**config.mk**
```make
export PLATFORM = sky130hd
export DESIGN_NAME = blrs_div
export DESIGN_NICKNAME = d
export VERILOG_FILES = /design/src/rtl/blrs_pkg.sv /design/src/rtl/blrs_div.sv
export SDC_FILE = /design/constraint.sdc
export NUM_CORES = 1
export LEC_CHECK = 0
export BUFFER_PORTS_ARGS = -buffer_cell sky130_fd_sc_hd__buf_4
export CORE_ASPECT_RATIO = 2
export CORE_UTILIZATION = 30
export DETAILED_ROUTE_END_ITERATION = 10
export GPL_TIMING_DRIVEN = 1
export SYNTH_ARGS = -nofsm -noshare
export SYNTH_HDL_FRONTEND = slang
export SYNTH_SLANG_ARGS = --single-unit
```
**constraint.sdc**
```tcl
create_clock -name clock -period 5.49 [get_ports clock]
set_input_delay 1.098 -clock clock [delete_from_list [all_inputs] [get_ports clock]]
set_output_delay 1.098 -clock clock [all_outputs]
set_load 0.005 [all_outputs]
```
**src/rtl/blrs_pkg.sv**
```systemverilog
// ----------------------------------------------------------------------------
// blrs_pkg: shared types and constants for the binary lens ray accumulator
// Holds the transfer payload structs, the sequencer states, the register map
// and the fixed-point constants used by the core and its divider.
// ----------------------------------------------------------------------------
package blrs_pkg;

   // default fixed-point geometry
   localparam int COORD_FRAC_BITS_DEF = 24;
   localparam int ACC_WIDTH_DEF       = 48;

   // unity in Q.16 and the clip values
   localparam logic [16:0] ONE_Q16   = 17'd65536;
   localparam logic [46:0] TERM_LIM  = 47'h7FFF_FFFF_FFFF;
   localparam logic [47:0] OUT48_MAX = 48'hFFFF_FFFF_FFFF;

   // register map, one register per 32-bit word
   localparam int CSR_ADDR_WIDTH = 5;

   typedef enum logic [2:0] {
      REG_SOURCE_X      = 3'd0,
      REG_SOURCE_Y      = 3'd1,
      REG_RADIUS_SQ     = 3'd2,
      REG_INV_RADIUS_SQ = 3'd3,
      REG_LIMB_COEFF    = 3'd4,
      REG_PRIMARY_MASS  = 3'd5,
      REG_SEPARATION    = 3'd6,
      REG_OUTPUT_SCALE  = 3'd7
   } csr_index_type;

   // input transfer
   typedef struct packed {
      logic signed [31:0] ray_x;
      logic signed [31:0] ray_y;
      logic               last_ray;
   } ray_req_type;

   // result transfer
   typedef struct packed {
      logic [31:0] magnification;
      logic [31:0] rays_inside;
      logic [47:0] brightness_total;
      logic        saturated;
   } ray_rsp_type;

   // divider handshake
   typedef struct packed {
      logic busy;
      logic done;
   } div_status_type;

   // sequencer states
   typedef enum logic [4:0] {
      ST_IDLE,
      ST_SQ_X,
      ST_SQ_Y,
      ST_SQ_D,
      ST_SUM_R2,
      ST_NUM,
      ST_DIV,
      ST_DWAIT,
      ST_EX,
      ST_SQ_EX,
      ST_SQ_EY,
      ST_SUM_D2,
      ST_RATIO_MUL,
      ST_ROOT_INIT,
      ST_ROOT,
      ST_BR_MUL,
      ST_ACC,
      ST_FIN,
      ST_HI_MUL,
      ST_LO_MUL,
      ST_EMIT
   } seq_state_type;

   // magnitude of a 33-bit signed value
   function automatic logic [32:0] abs33(input logic signed [32:0] v);
      logic [32:0] r;
      r = v[32] ? 33'(-v) : 33'(v);
      return r;
   endfunction

endpackage

```
**src/rtl/blrs_div.sv**
```systemverilog
// ----------------------------------------------------------------------------
// blrs_div: restoring divider, one quotient bit per cycle
// Unsigned num / den, quotient valid when done is raised; den must be non-zero.
// ----------------------------------------------------------------------------
module blrs_div
   import blrs_pkg::*;
#(
   parameter int NUM_WIDTH = 57,
   parameter int DEN_WIDTH = 41
) (
   input  logic                 clock,
   input  logic                 reset,
   input  logic                 start,
   input  logic [NUM_WIDTH-1:0] num,
   input  logic [DEN_WIDTH-1:0] den,
   output logic [NUM_WIDTH-1:0] quot,
   output div_status_type       status
);

   localparam int CW = $clog2(NUM_WIDTH);

   logic [DEN_WIDTH-1:0] rem_ff;
   logic [NUM_WIDTH-1:0] quo_ff;
   logic [DEN_WIDTH-1:0] den_ff;
   logic [CW-1:0]        cnt_ff;
   logic                 busy_ff;
   logic                 done_ff;

   logic [DEN_WIDTH:0]   rem_sh;
   logic                 ge;
   logic [DEN_WIDTH-1:0] rem_in;

   // shift in the next numerator bit and trial-subtract
   always_comb begin
      rem_sh = {rem_ff, quo_ff[NUM_WIDTH-1]};
      ge     = rem_sh >= {1'b0, den_ff};
      rem_in = ge ? DEN_WIDTH'(rem_sh - {1'b0, den_ff}) : rem_sh[DEN_WIDTH-1:0];
   end

   // control
   always_ff @(posedge clock) begin
      if (reset) begin
         busy_ff <= 1'b0;
         done_ff <= 1'b0;
         cnt_ff  <= '0;
      end else begin
         done_ff <= 1'b0;
         if (start) begin
            busy_ff <= 1'b1;
            cnt_ff  <= '0;
         end else if (busy_ff) begin
            cnt_ff <= cnt_ff + 1'b1;
            if (cnt_ff == CW'(NUM_WIDTH - 1)) begin
               busy_ff <= 1'b0;
               done_ff <= 1'b1;
            end
         end
      end
   end

   // datapath
   always_ff @(posedge clock) begin
      if (start) begin
         rem_ff <= '0;
         quo_ff <= num;
         den_ff <= den;
      end else if (busy_ff) begin
         rem_ff <= rem_in;
         quo_ff <= {quo_ff[NUM_WIDTH-2:0], ge};
      end
   end

   assign quot        = quo_ff;
   assign status.busy = busy_ff;
   assign status.done = done_ff;

endmodule

```
==> out/results.ini, run 1 <==
[outcome]
outcome = finished clean

[final_layout]
drive_above_1_share_pct = 28.3
design_area_um2 = 10300
final_cell_mix = buf_4, edfxtp_1, nor2_1
fillCellCount = 2753
diodes = 0
final_common_cell = buf_4
syn_to_final_growth_pct = 23.0
final_nets = 1075

[detailed_routing]
vias = 6418
drt_iter0_drc = 289
postRouteAntennaNets = 0
totalWireLength_mm = 21.3
post_drt_wl_per_cell_um = 16.5
first_pass_iters = 4
vias_per_cell = 4.96
drc = 0

[critical_path]
cp.arrival_ps = 4160
endpoint_kind = flop
critical_path_class = reg2reg
cp-start-kind = flop
cp.required_ps = 5800
crit_path_max_fanout = 51

[clock_network]
cts.htree.levels = 4
cts_tree = built
clk_pin_slew_worst_paths_ps = 60
clock_path_buffers = 2
cts.sinks = 147
clock_latency_ps = 440
numCtsBuffers = 17
hold_buffers = 0
cts_root_buf = clkbuf_16
cts_resized = 0
post_cts_buffers = 0

[floorplan]
initial_core_util_pct = 30.4
die_height_um = 238
core.rowCount = 86
die_w_um = 120
coreArea_um2 = 27400
pin_count = 160
dieArea_um2 = 28500

[timing]
worst_pin_slew_ps = 1110
rsz0062_at_grt = false
final.setup.tns_ps = 0
relSlewSlack_pct = 25.8
fin_skew_ps = 7.04
hold_slack_ps = 497
fin_crit_ps = 3850
setup-violations-final = 0
hold_viol = 0
slew_viol_final = 0
min_period_over_period_pct = 70.2
fmax_mhz = 260

[synthesis]
synth_xor_area_share_pct = 4.09
muxShareOfSynthArea_pct = 9.40
ys_warn_count = 0
synth_compound_area_share_pct = 16.3
ys_ff_latch = 147
syn_avg_cell_area_um2 = 10.6
synthArstFlopShare_pct = 0
seq_area_frac_synth_pct = 47.0
synth_fa_ha_area_share_pct = 6.69
synth_simple_gate_area_share_pct = 10.2
synthFlopType = edfxtp_1
synth-edff-count = 98
syn_nets = 935
synth_top_family_by_area = compound AO/OA/AOI/OAI gates
synthCells = 790
synth_cell_types = 66
synth.cell_area_um2 = 8340

[placed_design]
place.gp.congestion = 0.853
placed_area_um2 = 9700
dp.final_hpwl_mm = 15.8
io_buffers = 159

[grt]
grt_util_all_layers_pct = 15.5
grt_pass1_vias = 6806
grt_pass1_wl_mm = 33.6
grt_max_degree = 82
overflow = 0
antenna_found_initial = 0

[hold_path]
hold_path.class = reg2reg

[power]
p_per_area_nw_per_um2 = 317
peakVddDrop_mv = 0.264
p_leak_nw = 4.24

[run]
max_cap_violations = 0

## power by group
| group | leakage (nW) | internal, mW | switching, mW |
|---|---|---|---|
| registers | 1.38 | 1.30 | 0.0556 |
| logic | 2.59 | 0.351 | 0.417 |
| clock network | 0.272 | 0.659 | 0.470 |
## worst max-delay path, cell delays in order, from the launching register on
cell,delay (ps)
edfxtp_1,410
inv_1,80
ha_1,150
inv_1,50
fa_1,400
a21o_1,200
a221o_1,350
o211ai_1,280
o211ai_1,190
a21oi_1,250
o21a_2,840
or3_1,300
a221o_1,140
o22ai_1,70
## final timing paths
kind / start / to / slack (ps) / cells after the start
setup reg to reg: quot[56]$_DFFE_PP_ / rem_ff[37]$_SDFFE_PP0P_ / 1640 / 13
setup / recovery: quot[56]$_DFFE_PP_ / rem_ff[37]$_SDFFE_PP0P_ / 1640 / 13
hold / removal: cnt_ff[5]$_SDFFE_PP0P_ / cnt_ff[5]$_SDFFE_PP0P_ / 500 / 2
hold reg to reg: cnt_ff[5]$_SDFFE_PP0P_ / cnt_ff[5]$_SDFFE_PP0P_ / 500 / 2
## per-layer routing
layer	routed length, um	share of wire, %	GRT usage [%]
met1	7350	34	13.9
met2	12100	57	29.8
met3	892	4.2	3.70
met4	955	4.5	10.1
met5	0	0	0
## cell type report
| class | count | area [um^2] | area share [%] |
|---|---|---|---|
| multi-input combinational | 545 | 3890 | 37.9 |
| sequential | 147 | 3930 | 38.3 |
| clock buffer | 23 | 479 | 4.67 |
| inverter | 55 | 206 | 2.01 |
| timing repair buffer | 164 | 1230 | 12.0 |
| tap | 352 | 440 | 4.29 |
| clock inverter | 8 | 78.8 | 0.768 |
## cell usage after synthesis (19+ instances only)
cell type / count / share of area [%]
a21oi_1: 67 / 4.0
mux2_2: 59 / 8.0
dfxtp_1: 49 / 12
a211oi_1: 35 / 3.1
xor2_1: 19 / 2.0
nand2_1: 44 / 2.0
clkbuf_1: 21 / 0.95
nor2_1: 84 / 3.8
xnor2_1: 20 / 2.1
ha_1: 43 / 6.4
edfxtp_1: 98 / 35
o21ai_0: 26 / 1.6
inv_1: 55 / 2.5
## kinds of logic (layout without fill, tap and decap cells)
group                    count (synthesis)  after routing
AO/OA/AOI/OAI                          204            204
AND/OR/NAND/NOR                        187            187
flip-flops                             147            147
buffers and inverters                   98            250
multiplexers                            71             71
adder cells (fa/ha/maj)                 44             44
XOR/XNOR                                39             39
## state kept, by name, indices dropped and copies added (netlist names)
signal   flops
busy_ff      1
done_ff      1
cnt_ff       6
rem_ff      41
den_ff      41
quot        57
## through the flow
stage	cells	total power [mW]	setup slack, ps	util, %
detailed placement	1263	2.15	1660	35.3
global route	1294	3.41	1330	37.4
finish	1294	3.25	1640	37.4
CTS	1294	3.29	1640	37.4
global placement	1263	2.14	1750	35.3
floorplan	790	1.91	2430	-
Note: power is estimated with default switching activity, not from simulation.
==> run 2: changes to the inputs <==
ABC_AREA = 1   (was not set)
clock period = 3.4 ns   (was 5.49 ns; I/O delays follow)
==> out/results.ini, run 2 <==
[outcome]
outcome = finished clean

[clock_network]
clock_path_buffers = 2  ; unchanged
cts.htree.levels = 4  ; unchanged
clock_latency_ps = 450  ; about the same
post_cts_buffers = 0  ; unchanged
cts_tree = built
cts.sinks = 147  ; unchanged
clk_pin_slew_worst_paths_ps = 70  ; about the same
numCtsBuffers = 17  ; unchanged
hold_buffers = 0  ; unchanged
cts_root_buf = clkbuf_16
cts_resized = 0  ; unchanged

[timing]
hold_viol = 0  ; unchanged
fmax_mhz = 355  ; +37%
min_period_over_period_pct = 82.8  ; +13 points
final.setup.tns_ps = 0  ; unchanged
fin_skew_ps = 15.6  ; +8.59 ps
slew_viol_final = 0  ; unchanged
fin_crit_ps = 2820  ; -1040 ps
hold_slack_ps = 402  ; -95.5 ps
rsz0062_at_grt = false
relSlewSlack_pct = 62.3  ; +36 points
setup-violations-final = 0  ; unchanged
worst_pin_slew_ps = 565  ; -546 ps

[run]
max_cap_violations = 0  ; unchanged

[synthesis]
seq_area_frac_synth_pct = 41.4  ; -5.7 points
yosysMostFrequentCell = nand2_1
synth_common_cells = nand2_1, inv_1, nand3_1
yosys-top-cells-area = edfxtp_1, nand2_1, dfxtp_1
syn_nets = 1497  ; +60%
synthFlopType = edfxtp_1
synthArstFlopShare_pct = 0  ; unchanged
ys_warn_count = 0  ; unchanged
synth.cell_area_um2 = 9480  ; +14%
synth_top_area_share_pct = 31.0  ; -4.2 points
ys_ff_latch = 147  ; unchanged
syn_avg_cell_area_um2 = 7.01  ; -34%
synth_cell_types = 39  ; -41%
yosys.area.top_type = edfxtp_1
synth-edff-count = 98  ; unchanged
synthCells = 1352  ; +71%

[critical_path]
endpoint_kind = flop
reg2reg_slack_ps = 580  ; -1050 ps
critical_path_class = reg2reg
cp.arrival_ps = 3190  ; -970 ps
cp.required_ps = 3780  ; -2020 ps
crit_path_max_fanout = 40  ; -22%
cp-start-kind = flop

[final_layout]
final_cell_mix = nand2_1, inv_1, buf_4
diodes = 0  ; unchanged
final_common_cell = nand2_1
syn_to_final_growth_pct = 23.0  ; about the same
fillCellCount = 3404  ; +24%
largest_reg_flops = 57  ; unchanged
drive_above_1_share_pct = 14.8  ; -14 points
final_nets = 1649  ; +53%

[grt]
overflow = 0  ; unchanged
grt_util_all_layers_pct = 18.7  ; +3.3 points
grt_pass1_vias = 8896  ; +31%
antenna_found_initial = 0  ; unchanged
grt_pass1_wl_mm = 45.4  ; +35%
grt_max_degree = 57  ; -30%

[floorplan]
coreArea_um2 = 31000  ; +13%
core.rowCount = 91  ; +5.8%
die_height_um = 253  ; +6.6%
die_w_um = 128  ; +6.5%
initial_core_util_pct = 30.6  ; +0.22 points
dieArea_um2 = 32400  ; +14%
pin_count = 160  ; unchanged

[detailed_routing]
post_drt_wl_per_cell_um = 15.1  ; -8.2%
vias_per_cell = 4.52  ; -8.8%
first_pass_iters = 7  ; +3
vias = 8753  ; +36%
totalWireLength_mm = 29.3  ; +37%
drt_iter0_drc = 408  ; +41%
postRouteAntennaNets = 0  ; unchanged
drc = 0  ; unchanged

[hold_path]
hold_path.class = in2reg

[placed_design]
dp.final_hpwl_mm = 22.9  ; +45%
place.gp.congestion = 1.01  ; +18%
io_buffers = 159  ; unchanged

[power]
p_leak_nw = 6.07  ; +43%
p_per_area_nw_per_um2 = 396  ; +25%
peakVddDrop_mv = 0.316  ; +20%

==> run 2: changes by cell type after synthesis, sizes merged, moves of 18 or more <==
| cell | previous run | this run |
|---|---|---|
| inv | 55 | 224 |
| a211oi | 35 | 0 |
| nand3 | 10 | 103 |
| xor2 | 19 | 1 |
| nand3b | 0 | 20 |
| mux2 | 59 | 0 |
| a21oi | 68 | 30 |
| nand2 | 44 | 583 |
==> run 2: metrics by stage <==
step	area, um^2	setup slack (ps)	utilization, %	power (mW)	std cells
2_1_floorplan	9490	885	-	2.43	1352
3_3_place_gp	11100	622	35.8	2.75	1903
3_5_place_dp	11100	594	35.8	2.75	1903
4_1_cts	11700	554	37.7	4.68	1935
5_1_grt	11700	379	37.7	4.81	1935
6_report	11700	585	37.7	4.62	1935
==> run 2: report_power, final <==
part	switching, mW	leakage, nW	internal (mW)	total (mW)
clock network	0.778	0.287	1.13	1.91
registers	0.0561	1.38	2.04	2.10
logic	0.338	4.40	0.272	0.609
total	1.17	6.07	3.45	4.62
==> run 2: cell families after synthesis <==
| logic type | after synthesis | synth area share [%] |
|---|---|---|
| compound gates | 66 | 3.76 |
| fa+ha+maj | 44 | 5.88 |
| xor+xnor | 23 | 2.12 |
| buf+inv | 264 | 11.3 |
| simple gates | 808 | 35.6 |
| flops | 147 | 41.4 |
==> run 2: layout make-up <==
class / count / area [um^2] / share of cell area [%]
multi-input cells: 941 / 4500 / 38.5
flip-flops and latches: 147 / 3920 / 33.6
repair buffers: 168 / 1270 / 10.9
inverters: 229 / 860 / 7.37
well taps: 418 / 523 / 4.48
clock buffers: 25 / 518 / 4.44
clock inverters: 7 / 70.1 / 0.601
==> run 2: worst paths after layout <==
path	startpoint	end	cells past startpoint
worst max-delay path	quot[56]$_DFFE_PP_	rem_ff[7]$_SDFFE_PP0P_	13
worst min-delay path	den[8]	den_ff[8]$_DFFE_PP_	1
worst min register to register	rem_ff[26]$_SDFFE_PP0P_	rem_ff[26]$_SDFFE_PP0P_	2
worst max register to register	quot[56]$_DFFE_PP_	rem_ff[7]$_SDFFE_PP0P_	13
==> run 2: routing by layer <==
metal  track usage [%]  share of wire [%]  vias to the layer above  routed length, um
met4              13.5                6.7                        0               1960
met1              15.8                 33                     3942               9610
met2              37.1                 56                      243              16400
met5                 0                  0                        -                  0
li1                  -                  -                     4480                  -
met3              4.32                4.4                       88               1280
==> run 2: worst max-delay path, cell delays in order (launching register included) <==
cell      delay [ps]
edfxtp_1         410
inv_1            100
ha_1             140
inv_1             80
fa_1             480
nand3_1          140
nand3_2          150
nand2_1          140
nand3_2          100
nand2_4          360
nand2_8          280
nand2_1          130
nand3_1           80
o21ai_1          110
==> run 3: changes to the inputs <==
clock period = 2.55 ns   (was 3.4 ns; I/O delays follow)
==> out/results.ini, run 3 (synthesis gave the netlist of run 2 again) <==
[critical_path]
worst-path-stages = 13  ; unchanged
crit_slowest_cell = fa_2
startpoint = quot[56]$_DFFE_PP_
path_buf_inv = 2  ; unchanged
critPathMostFrequentCell = nand2_1
cp.arrival_ps = 2800  ; -390 ps
path_delay_family = simple AND/OR/NAND/NOR gates
crit_path_max_fanout = 4  ; -90%
slowest_delay_ps = 460  ; -20 ps
endpoint_kind = flop
reg2reg_to = rem_ff[20]$_SDFFE_PP0P_
crit_chain = inv_1 -> ha_1 -> inv_1 -> fa_2 -> nand2_1 -> nand3_1 -> and2_1 -> nand2_1 -> nand3_1 -> xnor2_1 -> nand2_1 -> nand3_1 -> nand2_1
rr_startpoint = quot[56]$_DFFE_PP_
critical_path_class = reg2reg
reg2reg_slack_ps = 90  ; -490 ps
cp-start-kind = flop
cp.required_ps = 2890  ; -890 ps
rr_worst_depth = 13  ; unchanged

[hold_path]
holdPathEnd = den_ff[14]$_DFFE_PP_
hold_path.class = in2reg
hold_depth = 1  ; unchanged
hold_path.startpoint = den[14]

[timing]
rsz0062_at_grt = true
hold_slack_ps = 230  ; -172 ps
slew_viol_final = 0  ; unchanged
fmax_mhz = 407  ; +14%
worst_pin_slew_ps = 555  ; -10.2 ps
min_period_over_period_pct = 96.5  ; +14 points
layout_setup_ws_ps = 90.4  ; -494 ps
hold_viol = 0  ; unchanged
setup-violations-final = 0  ; unchanged
fin_crit_ps = 2460  ; -356 ps
fin_skew_ps = 10.3  ; -5.33 ps
relSlewSlack_pct = 63.0  ; +0.64 points

[detailed_routing]
first_pass_iters = 6  ; -1
met1_length_mm = 9.94  ; +3.5%
postRouteAntennaNets = 0  ; unchanged
drc = 0  ; unchanged
drt_iter0_drc = 369  ; -9.6%
vias = 8947  ; +2.2%
post_drt_wl_per_cell_um = 15.8  ; +4.2%
totalWireLength_mm = 30.8  ; +5.2%
top_layer_used = met4
vias_per_cell = 4.58  ; +1.3%
dr_wl_met2_mm = 16.9  ; +3.1%
wl_met3_mm = 1.49  ; +16%

[power]
peakVddDrop_mv = 0.464  ; +47%
switchingPower_mw = 1.60  ; +37%
p_leak_nw = 6.19  ; +2.0%
intPower_mw = 4.64  ; +35%
power_frac_clock_pct = 41.7  ; +0.4 points
p_per_area_nw_per_um2 = 522  ; +32%
comb_power_share_pct = 13.4  ; +0.2 points
p_total_mw = 6.24  ; +35%
p_sw_share_pct = 25.7  ; +0.32 points
seqPwrFrac_pct = 44.9  ; -0.6 points

[placed_design]
io_buffers = 159  ; unchanged
place_inst = 1914  ; +0.58%
place.gp.congestion = 1.04  ; +3.0%
dp.final_hpwl_mm = 23.6  ; +2.9%
pre_cts_ws_ps = -65.9  ; -660 ps

[clock_network]
numCtsBuffers = 17  ; unchanged
clock_latency_ps = 450  ; about the same
hold_buffers = 0  ; unchanged
cts.htree.levels = 4  ; unchanged
cts.sinks = 147  ; unchanged
cts_root_buf = clkbuf_16
clock_path_buffers = 2  ; unchanged
cts_tree = built
clk_pin_slew_worst_paths_ps = 70  ; about the same

[grt]
antenna_found_initial = 0  ; unchanged
grt_util_all_layers_pct = 19.5  ; +0.70 points
grt_pass1_vias = 9219  ; +3.6%
grt_max_degree = 88  ; +54%
overflow = 0  ; unchanged
grt_pass1_wl_mm = 47.0  ; +3.4%

[final_layout]
final_cell_mix = nand2_1, inv_1, buf_4
final_nets = 1667  ; +1.1%
largest_reg_flops = 57  ; unchanged
final_common_cell = nand2_1
utilization_pct = 38.6  ; +0.94 points
drive_above_1_share_pct = 16.6  ; +1.8 points
diodes = 0  ; unchanged
fin_cells = 1953  ; +0.93%
syn_to_final_growth_pct = 26.0

[floorplan]
dieArea_um2 = 32400  ; unchanged
die_w_um = 128  ; unchanged
pin_count = 160  ; unchanged
initial_core_util_pct = 30.6  ; unchanged
core.rowCount = 91  ; unchanged
die_height_um = 253  ; unchanged
coreArea_um2 = 31000  ; unchanged

[outcome]
outcome = finished clean

[run]
max_cap_violations = 0  ; unchanged

[run 3: cell types whose count changed in the layout (fill, tap and decap cells not counted), sizes merged]
cell	previous run	this run
buf	168	183
bufinv	1	3
clkbuf	25	21
clkinv	10	8
clkinvlp	1	5
inv	224	226
nand2	583	584
[run 3: area by class of cell]
type	instances	area [um^2]
Fill cell	3355	19000
Multi-Input combinational cell	942	4570
Sequential cell	147	3920
Timing Repair Buffer	185	1480
Inverter	229	860
Tap cell	418	523
Clock buffer	19	433
Clock inverter	13	159
[run 3: layer usage]
| metal | vias to the layer above | track usage (%) |
|---|---|---|
| met3 | 121 | 4.36 |
| met1 | 4010 | 16.6 |
| li1 | 4522 | - |
| met4 | 0 | 15.8 |
| met2 | 294 | 37.6 |
| met5 | - | 0 |
[run 3: stage by stage]
step	TNS, ps	area, um^2
4_1_cts	0	11800
3_5_place_dp	-398	11200
6_report	0	12000
3_3_place_gp	-61.2	11200
5_1_grt	-62.9	12000
2_1_floorplan	0	9490
[run 3: how the worst max path moves through the flow]
stage,endpoint
after floorplan,quot[0]$_DFFE_PP_
after global placement,rem_ff[32]$_SDFFE_PP0P_
after detailed placement,rem_ff[32]$_SDFFE_PP0P_
after CTS,rem_ff[32]$_SDFFE_PP0P_
after global routing,rem_ff[36]$_SDFFE_PP0P_
final,rem_ff[20]$_SDFFE_PP0P_
[run 3: repair_timing]
item | CTS | global route
resized for setup | 1 | 16
buffers inserted | 0 | 4
pin swaps | 0 | 4
setup endpoints to repair | 23 | 41
cloned | 0 | 3
[run 3: power by group through the flow]
| stage | combinational, mW | clock, mW | sequential (mW) |
|---|---|---|---|
| after floorplan | 0.394 | 0 | 2.84 |
| after global placement | 0.836 | 0 | 2.85 |
| after detailed placement | 0.842 | 0 | 2.85 |
| after CTS | 0.843 | 2.67 | 2.80 |
| after global routing | 0.926 | 2.74 | 2.82 |
| final | 0.838 | 2.60 | 2.80 |
[run 3: worst register-to-register path, delay by kind of cell (launching register included)]
family                   cells  cell delay [ps]
AND/OR/NAND/NOR              8              810
adder cells (fa/ha/maj)      2              610
flip-flops                   1              390
XOR/XNOR                     1              340
buffers and inverters        2              210
